==> config.mk <==
export PLATFORM = sky130hd
export DESIGN_NAME = rocking_stepper_sequencer_core
export DESIGN_NICKNAME = d
export VERILOG_FILES = /design/src/hw/rtl/rss_pkg.sv /design/src/hw/rtl/rss_front.sv /design/src/hw/rtl/rss_queue.sv /design/src/hw/rtl/rss_back.sv /design/src/hw/rtl/rocking_stepper_sequencer_core.sv
export SDC_FILE = /design/constraint.sdc
export NUM_CORES = 1
export LEC_CHECK = 0
export BUFFER_PORTS_ARGS = -buffer_cell sky130_fd_sc_hd__buf_4
export CELL_PAD_IN_SITES_DETAIL_PLACEMENT = 1
export CELL_PAD_IN_SITES_GLOBAL_PLACEMENT = 2
export CORE_ASPECT_RATIO = 0.5
export CORE_UTILIZATION = 43
export CTS_CLUSTER_SIZE = 30
export DETAILED_ROUTE_END_ITERATION = 16
export PLACE_DENSITY_LB_ADDON = 0.1
export RECOVER_POWER = 100
export SLEW_MARGIN = 20
export SYNTH_ARGS = -nofsm -noshare
export SYNTH_HDL_FRONTEND = slang
export SYNTH_HIERARCHICAL = 1
export SYNTH_SLANG_ARGS = --single-unit
==> constraint.sdc <==
create_clock -name clk -period 4.9 [get_ports clk]
set_input_delay 0.245 -clock clk [delete_from_list [all_inputs] [get_ports clk]]
set_output_delay 0.245 -clock clk [all_outputs]
set_load 0.005 [all_outputs]
==> src/hw/rtl/rss_pkg.sv <==
`default_nettype none
// ----------------------------------------------------------------------------
// Rocking stepper sequencer package
// Shared item types, command codes, configuration layout and reset values.
// ----------------------------------------------------------------------------
package rss_pkg;

    localparam int QDEPTH = 2;
    localparam int QPTR_W = (QDEPTH > 1) ? $clog2(QDEPTH) : 1;
    localparam int QLVL_W = $clog2(QDEPTH + 1);

    localparam logic [7:0] CHAR_NEWLINE = 8'h0A;
    localparam logic [7:0] CHAR_ZERO    = 8'h30;
    localparam logic [7:0] CHAR_ONE     = 8'h31;

    localparam logic [2:0] REG_NODE_ID    = 3'd0;
    localparam logic [2:0] REG_STEP_HALF  = 3'd1;
    localparam logic [2:0] REG_FWD_TIME   = 3'd2;
    localparam logic [2:0] REG_BACK_TIME  = 3'd3;
    localparam logic [2:0] REG_PAUSE_ODD  = 3'd4;
    localparam logic [2:0] REG_PAUSE_EVEN = 3'd5;
    localparam logic [2:0] REG_DIR_MASK   = 3'd6;

    localparam logic [7:0]  NODE_ID_RESET    = 8'd50;
    localparam logic [15:0] STEP_HALF_RESET  = 16'd200;
    localparam logic [15:0] FWD_TIME_RESET   = 16'd1500;
    localparam logic [15:0] BACK_TIME_RESET  = 16'd200;
    localparam logic [15:0] PAUSE_ODD_RESET  = 16'd100;
    localparam logic [15:0] PAUSE_EVEN_RESET = 16'd50;
    localparam logic [3:0]  DIR_MASK_RESET   = 4'd1;

    typedef enum logic [1:0] {
        FUNC_BYTE = 2'd0,
        FUNC_US   = 2'd1,
        FUNC_MS   = 2'd2
    } func_t;

    typedef enum logic [2:0] {
        OP_NONE  = 3'd0,
        OP_US    = 3'd1,
        OP_MS    = 3'd2,
        OP_START = 3'd3,
        OP_STOP  = 3'd4
    } op_kind_t;

    typedef struct packed {
        logic [1:0] func;
        logic [7:0] rx_byte;
    } in_item_t;

    typedef struct packed {
        logic [3:0] step_lines;
        logic [3:0] dir_lines;
        logic [2:0] reply;
    } out_item_t;

    typedef struct packed {
        op_kind_t   kind;
        logic [2:0] motor;
    } op_t;

    typedef struct packed {
        logic              empty;
        logic              full;
        logic [QLVL_W-1:0] level;
    } q_status_t;

    typedef struct packed {
        logic [7:0]  node_id;
        logic [15:0] step_half_period;
        logic [15:0] forward_time;
        logic [15:0] back_time;
        logic [15:0] pause_odd_motors;
        logic [15:0] pause_even_motors;
        logic [3:0]  dir_idle_mask;
    } cfg_t;

endpackage
`default_nettype wire

==> src/hw/rtl/rss_front.sv <==
`default_nettype none
// ----------------------------------------------------------------------------
// Rocking stepper sequencer front end
// Accepts items, gathers command bytes and classifies each item into an op.
// ----------------------------------------------------------------------------
module rss_front #(
    parameter int MOTORS = 4
) (
    input  wire logic              clk,
    input  wire logic              rst_n,
    input  wire logic              cmd_valid,
    output logic                   cmd_stall,
    input  wire rss_pkg::in_item_t cmd_item,
    input  wire logic [7:0]        node_id,
    input  wire logic              q_full,
    output logic                   push,
    output rss_pkg::op_t           push_op
);
    import rss_pkg::*;

    localparam logic [7:0] CHAR_LAST = 8'(int'(CHAR_ZERO) + MOTORS);

    logic [1:0] cmd_count_reg, cmd_count_next;
    logic [7:0] cmd_first_reg, cmd_first_next;
    logic [7:0] cmd_second_reg, cmd_second_next;
    logic       accept;

    assign cmd_stall = q_full;
    assign accept    = cmd_valid && !q_full;
    assign push      = accept;

    always_comb
    begin
        cmd_count_next    = cmd_count_reg;
        cmd_first_next    = cmd_first_reg;
        cmd_second_next   = cmd_second_reg;
        push_op.kind      = OP_NONE;
        push_op.motor     = 3'd0;
        unique case (cmd_item.func)
            FUNC_BYTE:
            begin
                if (cmd_item.rx_byte == CHAR_NEWLINE)
                begin
                    if (cmd_first_reg == node_id)
                    begin
                        if (cmd_second_reg >= CHAR_ONE && cmd_second_reg <= CHAR_LAST)
                        begin
                            push_op.kind  = OP_START;
                            push_op.motor = 3'(cmd_second_reg - CHAR_ZERO);
                        end
                        else
                        begin
                            push_op.kind = OP_STOP;
                        end
                    end
                    cmd_count_next  = 2'd0;
                    cmd_first_next  = 8'd0;
                    cmd_second_next = 8'd0;
                end
                else if (cmd_count_reg == 2'd0)
                begin
                    cmd_first_next = cmd_item.rx_byte;
                    cmd_count_next = 2'd1;
                end
                else if (cmd_count_reg == 2'd1)
                begin
                    cmd_second_next = cmd_item.rx_byte;
                    cmd_count_next  = 2'd2;
                end
            end
            FUNC_US: push_op.kind = OP_US;
            FUNC_MS: push_op.kind = OP_MS;
            default: push_op.kind = OP_NONE;
        endcase
    end

    always_ff @(posedge clk or negedge rst_n)
    begin
        if (!rst_n)
        begin
            cmd_count_reg  <= 2'd0;
            cmd_first_reg  <= 8'd0;
            cmd_second_reg <= 8'd0;
        end
        else if (accept)
        begin
            cmd_count_reg  <= cmd_count_next;
            cmd_first_reg  <= cmd_first_next;
            cmd_second_reg <= cmd_second_next;
        end
    end

endmodule
`default_nettype wire

==> src/hw/rtl/rss_queue.sv <==
`default_nettype none
// ----------------------------------------------------------------------------
// Rocking stepper sequencer op queue
// Short register queue that decouples the front end from the back end.
// ----------------------------------------------------------------------------
module rss_queue (
    input  wire logic          clk,
    input  wire logic          rst_n,
    input  wire logic          push,
    input  wire rss_pkg::op_t  push_op,
    input  wire logic          pop,
    output rss_pkg::op_t       pop_op,
    output rss_pkg::q_status_t status
);
    import rss_pkg::*;

    localparam logic [QLVL_W-1:0] LVL_FULL = QLVL_W'(QDEPTH);
    localparam logic [QPTR_W-1:0] PTR_LAST = QPTR_W'(QDEPTH - 1);

    op_t               slots_reg [QDEPTH];
    logic [QPTR_W-1:0] wr_ptr_reg, wr_ptr_next;
    logic [QPTR_W-1:0] rd_ptr_reg, rd_ptr_next;
    logic [QLVL_W-1:0] level_reg, level_next;
    logic              do_push;
    logic              do_pop;

    assign status.empty = (level_reg == '0);
    assign status.full  = (level_reg == LVL_FULL);
    assign status.level = level_reg;
    assign pop_op       = slots_reg[rd_ptr_reg];
    assign do_push      = push && !status.full;
    assign do_pop       = pop && !status.empty;

    always_comb
    begin
        wr_ptr_next = wr_ptr_reg;
        rd_ptr_next = rd_ptr_reg;
        level_next  = level_reg;
        if (do_push)
        begin
            wr_ptr_next = (wr_ptr_reg == PTR_LAST) ? '0 : wr_ptr_reg + 1'b1;
        end
        if (do_pop)
        begin
            rd_ptr_next = (rd_ptr_reg == PTR_LAST) ? '0 : rd_ptr_reg + 1'b1;
        end
        if (do_push && !do_pop)
        begin
            level_next = level_reg + 1'b1;
        end
        else if (do_pop && !do_push)
        begin
            level_next = level_reg - 1'b1;
        end
    end

    always_ff @(posedge clk or negedge rst_n)
    begin
        if (!rst_n)
        begin
            wr_ptr_reg <= '0;
            rd_ptr_reg <= '0;
            level_reg  <= '0;
        end
        else
        begin
            wr_ptr_reg <= wr_ptr_next;
            rd_ptr_reg <= rd_ptr_next;
            level_reg  <= level_next;
        end
    end

    always_ff @(posedge clk)
    begin
        if (do_push)
        begin
            slots_reg[wr_ptr_reg] <= push_op;
        end
    end

endmodule
`default_nettype wire

==> src/hw/rtl/rss_back.sv <==
`default_nettype none
// ----------------------------------------------------------------------------
// Rocking stepper sequencer back end
// Carries out ops: step timing, dwell phases and the registered result item.
// ----------------------------------------------------------------------------
module rss_back (
    input  wire logic               clk,
    input  wire logic               rst_n,
    input  wire rss_pkg::cfg_t      cfg,
    input  wire logic               op_valid,
    input  wire rss_pkg::op_t       op,
    output logic                    op_take,
    output logic                    res_valid,
    input  wire logic               res_stall,
    output rss_pkg::out_item_t      res_item
);
    import rss_pkg::*;

    typedef enum logic [1:0] {
        PH_FORWARD = 2'd0,
        PH_PAUSE_A = 2'd1,
        PH_BACK    = 2'd2,
        PH_PAUSE_B = 2'd3
    } phase_t;

    phase_t      phase_reg, phase_next;
    logic [2:0]  active_reg, active_next;
    logic [15:0] step_el_reg, step_el_next;
    logic [15:0] phase_el_reg, phase_el_next;
    logic [3:0]  step_lv_reg, step_lv_next;
    logic [3:0]  dir_lv_reg, dir_lv_next;
    logic        res_valid_reg;
    out_item_t   res_item_reg, res_item_next;
    logic [2:0]  reply;
    logic [3:0]  motor_bit;
    logic [15:0] step_inc;
    logic [15:0] phase_inc;
    logic [15:0] phase_len;

    function automatic logic [15:0] sat_inc(input logic [15:0] v);
        return (v == 16'hFFFF) ? v : v + 16'd1;
    endfunction

    assign op_take   = op_valid && (!res_valid_reg || !res_stall);
    assign res_valid = res_valid_reg;
    assign res_item  = res_item_reg;
    assign step_inc  = sat_inc(step_el_reg);
    assign phase_inc = sat_inc(phase_el_reg);

    always_comb
    begin
        for (int i = 0; i < 4; i++)
        begin
            motor_bit[i] = (active_reg == 3'(i + 1));
        end
    end

    always_comb
    begin
        unique case (phase_reg)
            PH_FORWARD: phase_len = cfg.forward_time;
            PH_BACK:    phase_len = cfg.back_time;
            default:    phase_len = active_reg[0] ? cfg.pause_odd_motors
                                                  : cfg.pause_even_motors;
        endcase
    end

    always_comb
    begin
        phase_next    = phase_reg;
        active_next   = active_reg;
        step_el_next  = step_el_reg;
        phase_el_next = phase_el_reg;
        step_lv_next  = step_lv_reg;
        dir_lv_next   = dir_lv_reg;
        reply         = 3'd0;
        unique case (op.kind)
            OP_US:
            begin
                if (active_reg != 3'd0 && step_inc >= cfg.step_half_period)
                begin
                    step_lv_next = step_lv_reg ^ motor_bit;
                    step_el_next = 16'd0;
                end
                else
                begin
                    step_el_next = step_inc;
                end
            end
            OP_MS:
            begin
                if (active_reg != 3'd0)
                begin
                    if (phase_inc >= phase_len)
                    begin
                        phase_el_next = 16'd0;
                        unique case (phase_reg)
                            PH_FORWARD:
                            begin
                                dir_lv_next = (dir_lv_reg & ~motor_bit)
                                            | (~cfg.dir_idle_mask & motor_bit);
                                phase_next  = PH_PAUSE_A;
                            end
                            PH_PAUSE_A: phase_next = PH_BACK;
                            PH_BACK:
                            begin
                                dir_lv_next = (dir_lv_reg & ~motor_bit)
                                            | (cfg.dir_idle_mask & motor_bit);
                                phase_next  = PH_PAUSE_B;
                            end
                            default:    phase_next = PH_FORWARD;
                        endcase
                    end
                    else
                    begin
                        phase_el_next = phase_inc;
                    end
                end
            end
            OP_START:
            begin
                active_next   = op.motor;
                phase_next    = PH_FORWARD;
                phase_el_next = 16'd0;
                reply         = op.motor;
            end
            OP_STOP:  active_next = 3'd0;
            default:  active_next = active_reg;
        endcase
        res_item_next.step_lines = step_lv_next;
        res_item_next.dir_lines  = dir_lv_next;
        res_item_next.reply      = reply;
    end

    always_ff @(posedge clk or negedge rst_n)
    begin
        if (!rst_n)
        begin
            phase_reg     <= PH_FORWARD;
            active_reg    <= 3'd0;
            step_el_reg   <= 16'd0;
            phase_el_reg  <= 16'd0;
            step_lv_reg   <= 4'd0;
            dir_lv_reg    <= DIR_MASK_RESET;
            res_valid_reg <= 1'b0;
        end
        else
        begin
            if (op_take)
            begin
                phase_reg    <= phase_next;
                active_reg   <= active_next;
                step_el_reg  <= step_el_next;
                phase_el_reg <= phase_el_next;
                step_lv_reg  <= step_lv_next;
                dir_lv_reg   <= dir_lv_next;
            end
            if (!res_valid_reg || !res_stall)
            begin
                res_valid_reg <= op_valid;
            end
        end
    end

    always_ff @(posedge clk)
    begin
        if (op_take)
        begin
            res_item_reg <= res_item_next;
        end
    end

endmodule
`default_nettype wire

==> src/hw/rtl/rocking_stepper_sequencer_core.sv <==
`default_nettype none
// Each accepted item is written into the op queue, then taken by the back end into its result register.
// Throughput: one item per cycle; the front end stalls only when the
// two-entry op queue is full, which happens only under result stall.
// Reset: asynchronous, active low; no motor running, all timers and command
// bytes cleared, step lines low, direction lines and registers at defaults.
// ----------------------------------------------------------------------------
// Rocking stepper sequencer core
// Parses serial commands and drives one of several steppers in a rocking
// forward, pause, back, pause pattern from microsecond and millisecond ticks.
// ----------------------------------------------------------------------------
module rocking_stepper_sequencer_core #(
    parameter int MOTORS = 4
) (
    input  wire logic               clk,
    input  wire logic               rst_n,
    input  wire logic               cmd_valid,
    output logic                    cmd_stall,
    input  wire rss_pkg::in_item_t  cmd_item,
    output logic                    res_valid,
    input  wire logic               res_stall,
    output rss_pkg::out_item_t      res_item,
    input  wire logic               cfg_we,
    input  wire logic [2:0]         cfg_index,
    input  wire logic [15:0]        cfg_data
);
    import rss_pkg::*;

    cfg_t      cfg_reg, cfg_next;
    q_status_t q_status;
    logic      push;
    op_t       push_op;
    logic      pop;
    op_t       pop_op;

    always_comb
    begin
        cfg_next = cfg_reg;
        if (cfg_we)
        begin
            unique case (cfg_index)
                REG_NODE_ID:    cfg_next.node_id           = cfg_data[7:0];
                REG_STEP_HALF:  cfg_next.step_half_period  = cfg_data;
                REG_FWD_TIME:   cfg_next.forward_time      = cfg_data;
                REG_BACK_TIME:  cfg_next.back_time         = cfg_data;
                REG_PAUSE_ODD:  cfg_next.pause_odd_motors  = cfg_data;
                REG_PAUSE_EVEN: cfg_next.pause_even_motors = cfg_data;
                REG_DIR_MASK:   cfg_next.dir_idle_mask     = cfg_data[3:0];
                default:        cfg_next = cfg_reg;
            endcase
        end
    end

    always_ff @(posedge clk or negedge rst_n)
    begin
        if (!rst_n)
        begin
            cfg_reg.node_id           <= NODE_ID_RESET;
            cfg_reg.step_half_period  <= STEP_HALF_RESET;
            cfg_reg.forward_time      <= FWD_TIME_RESET;
            cfg_reg.back_time         <= BACK_TIME_RESET;
            cfg_reg.pause_odd_motors  <= PAUSE_ODD_RESET;
            cfg_reg.pause_even_motors <= PAUSE_EVEN_RESET;
            cfg_reg.dir_idle_mask     <= DIR_MASK_RESET;
        end
        else
        begin
            cfg_reg <= cfg_next;
        end
    end

    rss_front #(
        .MOTORS (MOTORS)
    ) u_front (
        .clk       (clk),
        .rst_n     (rst_n),
        .cmd_valid (cmd_valid),
        .cmd_stall (cmd_stall),
        .cmd_item  (cmd_item),
        .node_id   (cfg_reg.node_id),
        .q_full    (q_status.full),
        .push      (push),
        .push_op   (push_op)
    );

    rss_queue u_queue (
        .clk     (clk),
        .rst_n   (rst_n),
        .push    (push),
        .push_op (push_op),
        .pop     (pop),
        .pop_op  (pop_op),
        .status  (q_status)
    );

    rss_back u_back (
        .clk       (clk),
        .rst_n     (rst_n),
        .cfg       (cfg_reg),
        .op_valid  (!q_status.empty),
        .op        (pop_op),
        .op_take   (pop),
        .res_valid (res_valid),
        .res_stall (res_stall),
        .res_item  (res_item)
    );

`ifndef NO_ASSERTIONS
    a_reply_range: assert property (@(posedge clk) disable iff (!rst_n)
        (res_valid && (res_item.reply != 3'd0)) |-> (res_item.reply <= 3'(MOTORS)))
        else $error("reply names a motor that does not exist");

    a_queue_level: assert property (@(posedge clk) disable iff (!rst_n)
        q_status.level <= QLVL_W'(QDEPTH))
        else $error("op queue level beyond its depth");

    a_result_source: assert property (@(posedge clk) disable iff (!rst_n)
        $rose(res_valid) |-> $past(!q_status.empty))
        else $error("result appeared without a queued op");
`endif

endmodule
`default_nettype wire
==> metrics.log, run 1 <==
INFO  metric clkPwrFrac = 0.277
INFO  metric synth_nets = around 900
INFO  metric syn-mean-instance-area = 11.77 sq um
INFO  metric first_global_vias = between 6,000 and 7,000
INFO  metric syn_to_final_growth = 9.764%
INFO  metric track_usage = 0.2189
INFO  metric timing.final.max_slew_violations = approximately 130
INFO  metric tightest_slew = between 2 and 2.5 ns
INFO  metric netlist_area = 0.009803 sq mm
INFO  metric routed_wl = between 20 and 25 mm
INFO  metric finish.net_count = between 900 and 1,000
INFO  metric regToRegSetupSlack = 0.44 ns
INFO  metric seq_power_share = 0.437
INFO  metric number_of_antenna_violating_nets_in_the_routed_design = 0
INFO  metric setup.worst_path.end_class = flip-flop
INFO  metric sw_frac_of_total = 0.3373
INFO  metric grt-busiest-layer = met2
INFO  metric last_weighted_congestion_value_of_the_routability_driven_placer = 0.7773
INFO  metric period_share = 0.9101
INFO  metric grt_antenna_before_repair = 0
INFO  metric clock_tree.htree_level_count = 4
INFO  metric drt_first_pass_iters = 4
INFO  metric seq_area_frac_synth = 0.4819
INFO  metric sequential_cell_area = around 0.0047 sq mm
INFO  metric dieArea = 0.02344 sq mm
INFO  metric hold_path.class = in -> reg
INFO  metric layout.cells.most_common_list = dfrtp_1, mux2_2, nor2_1
INFO  metric footprint_of_the_multi_input_gates = approximately 0.0045 sq mm
INFO  metric intPower = 0.003415 W
INFO  metric largest_register_ffs = 92
INFO  metric diodes = 0
INFO  metric core.rowCount = 38
INFO  metric cp_data_arrival_time = ~4.6 ns
INFO  metric critical_path_class = reg -> reg
INFO  metric most_frequently_used_flop_master_after_synthesis = dfrtp_1
INFO  metric timing.final.crit_period = 4.459 ns
INFO  metric clock_sink_count = 183
INFO  metric global_route.usage.met2 = 0.3366
INFO  metric gr-total-overflow = 0
INFO  metric clockRootBuffer = clkbuf_16
INFO  metric violated_checks = capacitance limit, slew limit
INFO  metric tritoncts_buffers = 17
INFO  metric clk_transition_reported_paths = 0.07 ns
INFO  metric timing.critical_path.fanout_max = 19
INFO  metric yosys-top-cells-area = dfrtp_1, mux2_2, edfxtp_1
INFO  metric final.setup.worst_slack = 0.4407 ns
INFO  metric post-route-drc-count = 0
INFO  metric post-synth-top-area-fraction = 0.3472
INFO  metric setup_violations = 0
INFO  metric finalHoldWorstSlack = 0.04000 ns
INFO  metric clock_tree_from_tritoncts = done
INFO  metric skew = about 0.0099 ns
INFO  metric postSynthCellCount = 833
INFO  metric vias_per_cell = 5.594
INFO  metric initial_core_util = 0.4453
INFO  metric use_met1 = 0.3122
INFO  metric timing.max_slew.rel_slack = -0.6221
INFO  metric min_delay_worst_endpoint = u_back/res_valid
INFO  metric r2r-end = u_back/res_item[3]
INFO  metric synth_area_leader_cell = dfrtp_1
INFO  metric fillers = 2,349
INFO  metric dr_total_vias = 6,612
INFO  metric design.portCount = between 40 and 50
INFO  metric rsz_0062_raised_after_global_routing = no
INFO  metric comb_power_share = 0.286
INFO  metric largest_net_degree_at_the_start_of_global_routing = 93
INFO  metric drv_cap = 3
INFO  metric synth.yosys.warnings = 6
INFO  metric finalPower = 0.005153 W
INFO  metric drtIter0Drc = 416
INFO  metric layout_commonest_cell = dfrtp_1
INFO  metric met3_track_usage_gr = 0.04854
INFO  metric synthArstFlopShare = 0.8743
INFO  metric status = finished with violations
INFO  metric synth-seq-cells = 183
INFO  metric post-cts-setup-buffers = 0
INFO  metric max_rail_drop_vdd = 0.2313 mV
INFO  metric max-clock-path-buffers = 2
INFO  metric dieWidth = about 220 um
INFO  metric start_kind = flip-flop
INFO  metric routedWlPerCell = 20.34 um
INFO  metric hold_path_startpoint = res_stall
INFO  metric grt_first_pass_wirelength = 38.76 mm
INFO  metric coreArea = 0.02201 sq mm
INFO  metric synth_cell_type_count = 69
INFO  metric clkLatencyLatePin = 0.45 ns
INFO  metric totalNegativeSetupSlack = 0 ns
INFO  metric dp_hpwl = between 15 and 20 mm
INFO  metric fp.dieH = 108.8 um
INFO  metric cp.required = 5.08 ns
INFO  metric synth_edf_count = 23
INFO  metric post_route_cells_drive_above_1_share = 0.2200
INFO  metric timing.rr.start = u_back/active_reg[0]
INFO  metric place.port_buffers = 46
INFO  metric hold_viol = 0
INFO  metric powerDensity = 478.9 mW/mm^2
INFO  metric total_leakage_power = 4.596 nW
INFO  metric place_ws = roughly 0.7 ns
INFO  metric p_sw = about 0.0017 W
INFO  metric fmaxAchievable = 224.3 MHz
INFO  metric worst_r2r_path_depth = 10
INFO  metric worst_hold_path.num_cells = 3
## layer usage
metal	vias up	wire (um)
met4	0	228
li1	3090	-
met5	-	0
met2	74	10730
met1	3432	12330
met3	16	748
## logic make-up after synthesis
logic type | after synthesis | synth area share
xor gates and xnor gates | 49 | 0.04454
muxes | 143 | 0.1732
buffers and inverters | 73 | 0.03765
adders and majority gates | 37 | 0.04722
AOI/OAI and AO/OA | 116 | 0.08258
and+or+nand+nor | 232 | 0.1329
DFF | 183 | 0.4819
## repair_timing
action,in CTS,in global routing
hold buffers,1,0
hold endpoints to repair,76,0
resized for setup,0,0
## worst max-delay path: stages, from the launching register on
cell and delay [ns]:
dfrtp_1 0.98, mux2i_1 0.28, nor2_1 0.06, a221oi_1 0.49, ha_1 0.25, and4_1 0.23, nand4_1 0.13, or4_4 0.58
a31oi_2 0.60, nand3_1 0.19, mux2_1 0.38
## worst max path at each step
| stage | to | slack, ns | depth (start not counted) | start |
|---|---|---|---|---|
| 2_1_floorplan | u_back/res_item[9] | 1.13 | 15 | u_back/step_el_reg[3] |
| 3_3_place_gp | u_back/step_el_reg[0] | 0.78 | 12 | u_back/step_el_reg[0] |
| 3_5_place_dp | u_back/step_el_reg[0] | 0.70 | 12 | u_back/step_el_reg[0] |
| 4_1_cts | u_back/res_item[3] | 0.65 | 10 | u_back/active_reg[0] |
| 5_1_grt | u_back/res_item[3] | 0.20 | 10 | u_back/active_reg[0] |
| 6_report | u_back/res_item[3] | 0.44 | 10 | u_back/active_reg[0] |
## power groups by stage
stage	combinational (W)	clock, W	sequential [W]
after floorplan	0.00113	0	0.00217
after global placement	0.00148	0	0.00226
after detailed placement	0.00154	0	0.00228
after CTS	0.00155	0.00146	0.00226
after global routing	0.00165	0.00152	0.00231
final	0.00147	0.00143	0.00225
## layout make-up
cell class              count  share of cell area
repair buffers             55             0.03674
inverters                  35             0.01221
multi-input cells         577              0.4219
clock buffers              21             0.04291
clock inverters            11             0.01233
well taps                 300             0.03488
flip-flops and latches    183              0.4391
## synth_stat cells, types with 3 or more instances
master	instances
nor3b_1	5
nand2b_1	10
o21ai_1	3
buf_6	7
nand3_1	37
mux2_1	10
nand4_1	14
and4_1	9
buf_4	5
and3_1	16
xnor2_1	30
a21o_1	4
clkbuf_1	16
mux2i_1	20
a21oi_1	28
edfxtp_1	23
nor3_1	10
xor2_1	18
ha_1	37
a221oi_1	15
nor4b_1	3
dfrtp_1	136
or3_1	7
mux2_2	83
o21ai_0	20
o22ai_1	5
a31oi_1	6
o21a_1	7
mux2_4	30
a22o_1	7
buf_2	6
dfstp_2	24
inv_1	35
and2_1	11
nand2_1	40
and4bb_1	3
buf_1	3
nor2_1	46
## metrics by stage
stage / area [sq um] / std cells / util
final: 10760 / 1182 / 0.4888
after global routing: 10760 / 1182 / 0.4888
after CTS: 10950 / 1181 / 0.4973
after detailed placement: 10340 / 1148 / 0.4698
after global placement: 10340 / 1148 / 0.4698
after floorplan: 9803 / 833 / -
(Power assumes the default switching activity.)
==> inputs of run 2 (changes only) <==
Settings changed: REMOVE_ABC_BUFFERS set to 1.
==> run 2 against run 1 <==
The run still ends with capacitance limit, slew limit left. Combinational power hardly changed. Register-to-register slack better by 0.20 ns. Highest routed layer unchanged. Worst setup slack gained 0.20 ns. Critical path depth increased by 2. Via count rose by 0.83%. Power down 0.61%. Worst hold slack improved by 0.0037 ns. Utilization grew 0.19 points.
==> metrics.log, run 2 (same netlist as run 1, synthesis figures left out) <==
INFO  metric status = finished with violations
INFO  metric violated_checks = capacitance limit, slew limit
INFO  metric coreArea = ~0.022 sq mm
INFO  metric layout.cells.most_common_list = dfrtp_1, mux2_2, nor2_1
INFO  metric crit_path_start = u_back/step_el_reg[3]
INFO  metric number_of_antenna_violating_nets_in_the_routed_design = 0
INFO  metric max-clock-path-buffers = 2
INFO  metric hold_path.class = in -> reg
INFO  metric dieWidth = roughly 220 um
INFO  metric start_kind = flip-flop
INFO  metric cp.required = 5.20 ns
INFO  metric clock_tree_from_tritoncts = done
INFO  metric routedWlPerCell = 19.69 um
INFO  metric totalNegativeSetupSlack = 0 ns
INFO  metric core.rowCount = 38
INFO  metric hold_path_startpoint = res_stall
INFO  metric clockRootBuffer = clkbuf_16
INFO  metric max_rail_drop_vdd = approximately 0.19 mV
INFO  metric timing.critical_path.fanout_max = 14
INFO  metric timing.rr.start = u_back/step_el_reg[3]
INFO  metric place.port_buffers = 46
INFO  metric drt_first_pass_iters = 4
INFO  metric dr_total_vias = 6,667
INFO  metric design.portCount = 47
INFO  metric regToRegSetupSlack = 0.64 ns
INFO  metric syn_to_final_growth = 10.18%
INFO  metric clk_transition_reported_paths = ~0.07 ns
INFO  metric setup.worst_path.end_class = flip-flop
INFO  metric timing.critical_path.slowest_stage_cell = or4_1
INFO  metric track_usage = 0.2158
INFO  metric dieArea = about 0.023 sq mm
INFO  metric drtIter0Drc = roughly 350
INFO  metric clock_tree.htree_level_count = 4
INFO  metric tightest_slew = 3.691 ns
INFO  metric cts_resized = 0
INFO  metric setup_violations = 0
INFO  metric post_route_cells_drive_above_1_share = 0.2208
INFO  metric routed_wl = between 20 and 25 mm
INFO  metric first_global_vias = 6,969
INFO  metric cpPeakStageDelay = 0.53 ns
INFO  metric fillers = 2,355
INFO  metric timing.max_slew.rel_slack = -1.461
INFO  metric last_weighted_congestion_value_of_the_routability_driven_placer = 0.8153
INFO  metric clock_sink_count = ~180
INFO  metric critical-path-top-delay-family = simple AND/OR/NAND/NOR gates
INFO  metric clkLatencyLatePin = 0.45 ns
INFO  metric initial_core_util = 0.4453
INFO  metric finalCoreUtilization = 0.4907
INFO  metric period_share = 0.8691
INFO  metric largest_register_ffs = between 90 and 100
INFO  metric hold_viol = 0
INFO  metric critical_path_class = reg -> reg
INFO  metric post-route-drc-count = 0
INFO  metric rsz_0062_raised_after_global_routing = no
INFO  metric total_leakage_power = 4.620 nW
INFO  metric powerDensity = 474.2 mW/mm^2
INFO  metric timing.final.max_slew_violations = 89
INFO  metric vias_per_cell = around 5.6
INFO  metric largest_net_degree_at_the_start_of_global_routing = 80
INFO  metric tritoncts_buffers = 17
INFO  metric gr-total-overflow = 0
INFO  metric dp_hpwl = between 15 and 20 mm
INFO  metric timing.final.crit_period = 4.258 ns
INFO  metric diodes = 0
INFO  metric skew = 0.009169 ns
INFO  metric grt_first_pass_wirelength = between 30 and 40 mm
INFO  metric finish.net_count = around 940
INFO  metric drv_cap = 2
INFO  metric crit_chain = and4_1 > and3_1 > nand3_1 > mux2_2 > ha_1 > nand4_1 > or3_1 > or4_1 > nand3_1 > buf_4 > and3_1 > o21ai_0
INFO  metric fmaxAchievable = around 230 MHz
INFO  metric layout_commonest_cell = dfrtp_1
INFO  metric fp.dieH = roughly 110 um
INFO  metric critical_path_buf_inv_count = 1
INFO  metric grt_antenna_before_repair = 0
INFO  metric cp_data_arrival_time = 4.56 ns
run 2: report_power, final:
group | leakage (nW) | internal (W) | switching [W]
Sequential | 2.18 | 0.00196 | 0.000291
Combinational | 2.15 | 0.000672 | 0.000778
Clock | 0.294 | 0.000796 | 0.000628
run 2: per-stage QoR:
step | std cells | setup slack [ns] | hold slack (ns) | cell area [sq um] | total power (W)
after detailed placement | 1150 | 0.6456 | 0.3623 | 10360 | 0.003796
after global routing | 1183 | 0.2761 | 0.04425 | 10800 | 0.005456
after global placement | 1150 | 0.7102 | 0.3544 | 10360 | 0.003724
final | 1183 | 0.6416 | 0.04373 | 10800 | 0.005122
after CTS | 1183 | 0.6322 | 0.01872 | 10980 | 0.005259
after floorplan | 795 | 1.216 | -0.05059 | 9565 | 0.003248
run 2: what timing repair did:
| item | in CTS | in global routing |
|---|---|---|
| hold buffers | 1 | 0 |
| hold endpoints to repair | 74 | 0 |
| buffers inserted | 0 | 0 |
run 2: worst min-delay path: cells and delay by family:
kind,cells,cell delay (ns)
and+or+nand+nor,2,0.13
buffers and inverters,1,0.08
run 2: layer usage:
layer,track usage,part of all wire,vias to the layer above
li1,-,-,3110
met1,0.3078,0.51,3465
met2,0.3339,0.45,72
met3,0.03794,0.029,20
met4,0.07092,0.012,0
met5,0,0,-
run 2: area by class of cell:
class                   count  area, sq um  share of cell area
inverters                  35        131.4             0.01216
well taps                 300        375.4             0.03475
repair buffers             56        416.7             0.03857
clock buffers              22        506.7             0.04691
multi-input cells         577         4544              0.4207
clock inverters            10        102.6            0.009498
flip-flops and latches    183         4725              0.4374
run 2: path summary, 6_finish.rpt:
check / to / depth (start not counted)
max in group asynchronous: cfg_reg[72] / 2
min: u_back/res_valid / 3
min in group asynchronous: cfg_reg[34] / 2
max: u_back/step_el_reg[5] / 12
min reg2reg: cfg_reg[61] / 1
max reg2reg: u_back/step_el_reg[5] / 12
==> inputs of run 3 (changes only) <==
Settings changed: ABC_AREA set to 1, CORE_UTILIZATION 43 to 37.
==> run 3 against run 2 <==
The flow still finishes with violations (capacitance limit, slew limit). Non-clock buffer count is 3 lower. Register-to-register slack improved by 0.18 ns. Final cell count up 43%. Count of clock-buffer cells in the layout down 1. First-iteration DRC count increased by 0.28%. Sequential power is 4% higher. Critical endpoint is now u_back/step_el_reg[1].
==> metrics.log, run 3 <==
INFO  metric setup.worst_path.end_class = flip-flop
INFO  metric powerDensity = 522.7 mW/mm^2
INFO  metric design.portCount = 47
INFO  metric critical_path_class = reg -> reg
INFO  metric post-cts-setup-buffers = 0
INFO  metric start_kind = flip-flop
INFO  metric period_share = 0.8315
INFO  metric status = finished with violations
INFO  metric dr_total_vias = 8,460
INFO  metric use_met1 = 0.3034
INFO  metric largest_register_ffs = a little over 90
INFO  metric synth_cell_type_count = 47
INFO  metric diodes = 0
INFO  metric clock_tree.htree_level_count = 4
INFO  metric fillers = 3,237
INFO  metric dieWidth = 235.5 um
INFO  metric timing.final.crit_period = 4.074 ns
INFO  metric post-route-drc-count = 0
INFO  metric synth.yosys.warnings = 6
INFO  metric number_of_antenna_violating_nets_in_the_routed_design = 0
INFO  metric seq_area_frac_synth = 0.4684
INFO  metric max_rail_drop_vdd = 0.2961 mV
INFO  metric finalHoldWorstSlack = between 0.02 and 0.03 ns
INFO  metric post_dp_cell_area = 0.01072 sq mm
INFO  metric gr-total-overflow = 0
INFO  metric hold_path.class = in -> reg
INFO  metric synthArstFlopShare = 0.8743
INFO  metric placed_cells_incl_taps = roughly 1,700
INFO  metric tightest_slew = 2.906 ns
INFO  metric totalNegativeSetupSlack = 0 ns
INFO  metric layout_commonest_cell = nand2_1
INFO  metric netlist_area = 0.01009 sq mm
INFO  metric core.rowCount = 42
INFO  metric initial_core_util = 0.3794
INFO  metric clkLatencyLatePin = between 0.4 and 0.5 ns
INFO  metric drv_cap = 3
INFO  metric timing.critical_path.fanout_max = 14
INFO  metric grt_antenna_before_repair = 0
INFO  metric clk_transition_reported_paths = 0.07 ns
INFO  metric vias_per_cell = 5.003
INFO  metric syn_to_final_growth = 10.53%
INFO  metric largest_net_degree_at_the_start_of_global_routing = 66
INFO  metric synth-seq-cells = around 180
INFO  metric place.port_buffers = 46
INFO  metric violated_checks = capacitance limit, slew limit
INFO  metric clock_sink_count = 183
INFO  metric post-synth-top-area-fraction = 0.3374
INFO  metric yosys-top-cells-area = dfrtp_1, nand2_1, edfxtp_1
INFO  metric drtIter0Drc = 352
INFO  metric post-route-cell-area = 0.01115 sq mm
INFO  metric skew = ~0.014 ns
INFO  metric clock_tree_from_tritoncts = done
INFO  metric dp_hpwl = 21.43 mm
INFO  metric grt_first_pass_wirelength = between 40 and 50 mm
INFO  metric total_leakage_power = 5.740 nW
INFO  metric finish.net_count = between 1,000 and 1,500
INFO  metric grt-busiest-layer = met2
INFO  metric finish.cell_count_without_fillers = roughly 1,700
INFO  metric first_global_vias = 8,947
INFO  metric rsz_0062_raised_after_global_routing = no
INFO  metric postSynthCellCount = 1,288
INFO  metric post_route_cells_drive_above_1_share = 0.1008
INFO  metric layout.cells.most_common_list = nand2_1, inv_1, dfrtp_1
INFO  metric last_weighted_congestion_value_of_the_routability_driven_placer = 0.8586
INFO  metric fmaxAchievable = approximately 250 MHz
INFO  metric timing.max_slew.rel_slack = -0.9370
INFO  metric setup_violations = 0
INFO  metric syn-mean-instance-area = 7.832 sq um
INFO  metric hold_viol = 0
INFO  metric tritoncts_buffers = 17
INFO  metric clockRootBuffer = clkbuf_16
INFO  metric dieArea = 0.02797 sq mm
INFO  metric cp.required = 5.27 ns
INFO  metric synth_area_leader_cell = dfrtp_1
INFO  metric coreArea = 0.02659 sq mm
INFO  metric most_frequently_used_flop_master_after_synthesis = dfrtp_1
INFO  metric met3_track_usage_gr = 0.04321
INFO  metric global_route.usage.met2 = 0.3750
INFO  metric routed_wl = 29.52 mm
INFO  metric routedWlPerCell = 17.46 um
INFO  metric track_usage = 0.2258
INFO  metric max-clock-path-buffers = 2
INFO  metric timing.final.max_slew_violations = 118
INFO  metric post_synth_most_frequent_cells = nand2_1, dfrtp_1, inv_1, nand3_1, nor2_1
INFO  metric fp.dieH = 118.8 um
INFO  metric drt_first_pass_iters = 4
INFO  metric cp_data_arrival_time = 4.44 ns
INFO  metric synth.most_common_cell = nand2_1
INFO  metric synth_edf_count = 23
run 3: per-layer routing:
metal / up-vias / wire length, um / part of all wire
met5: - / 0 / 0
met4: 0 / 332 / 0.011
met3: 22 / 1015 / 0.034
met2: 96 / 13930 / 0.47
met1: 4163 / 14250 / 0.48
li1: 4179 / - / -
run 3: worst paths after layout:
path | from | endpoint | slack, ns | cells after the start
worst max-delay path | u_back/step_el_reg[0] | u_back/step_el_reg[1] | 0.83 | 17
worst min-delay path | res_stall | u_back/res_valid | 0.03 | 3
worst max register to register | u_back/step_el_reg[0] | u_back/step_el_reg[1] | 0.83 | 17
worst min register to register | cfg_reg[25] | cfg_reg[25] | 0.46 | 2
max in group asynchronous | rst_n | cfg_reg[11] | 1.29 | 3
min in group asynchronous | rst_n | u_back/step_el_reg[15] | 0.38 | 2
run 3: where the power goes:
group	internal [W]	switching [W]
Clock	0.000695	0.000650
Sequential	0.00201	0.000322
Combinational	0.000742	0.00141
Total	0.00345	0.00238
run 3: what timing repair did:
action / CTS / global route
hold buffers: 1 / 0
setup endpoints to repair: 0 / 0
resized for setup: 0 / 0
hold endpoints to repair: 60 / 0
run 3: final cells by class:
type | instances | area (sq um) | share of cell area
flip-flops and latches | 183 | 4725 | 0.4237
multi-input cells | 921 | 4491 | 0.4028
inverters | 150 | 564.3 | 0.05061
clock buffers | 21 | 465.4 | 0.04175
well taps | 352 | 440.4 | 0.03950
repair buffers | 53 | 374.1 | 0.03355
clock inverters | 11 | 90.09 | 0.008080
run 3: worst max-delay path, stage by stage (launching register included):
cell        delay [ns]
dfrtp_1           0.41
ha_1              0.24
nand2_1           0.07
nor2_1            0.33
nand3_1           0.24
clkinvlp_2        0.19
nand2_1           0.20
nand2_1           0.14
xor2_1            0.25
inv_1             0.09
ha_1              0.31
a21oi_1           0.13
o21ai_0           0.10
a21oi_1           0.15
nand2_1           0.35
nand2_1           0.33
nand2_2           0.23
o21ai_0           0.22
run 3: through the flow:
step                setup WS (ns)  power [W]  utilization
floorplan                   1.858   0.003789            -
detailed placement          1.014   0.004597       0.4033
CTS                        0.9905   0.005968       0.4245
global placement            1.253   0.004472       0.4033
global route               0.4337   0.006301       0.4193
finish                     0.8256   0.005828       0.4193
run 3: cell families (layout without fill, tap and decap cells):
family	Yosys count	in the layout	synth area share
fa+ha+maj	37	37	0.04589
simple gates	745	745	0.3193
flops	183	183	0.4684
buf+inv	184	235	0.07566
xor+xnor	21	21	0.01823
compound gates	118	118	0.07256
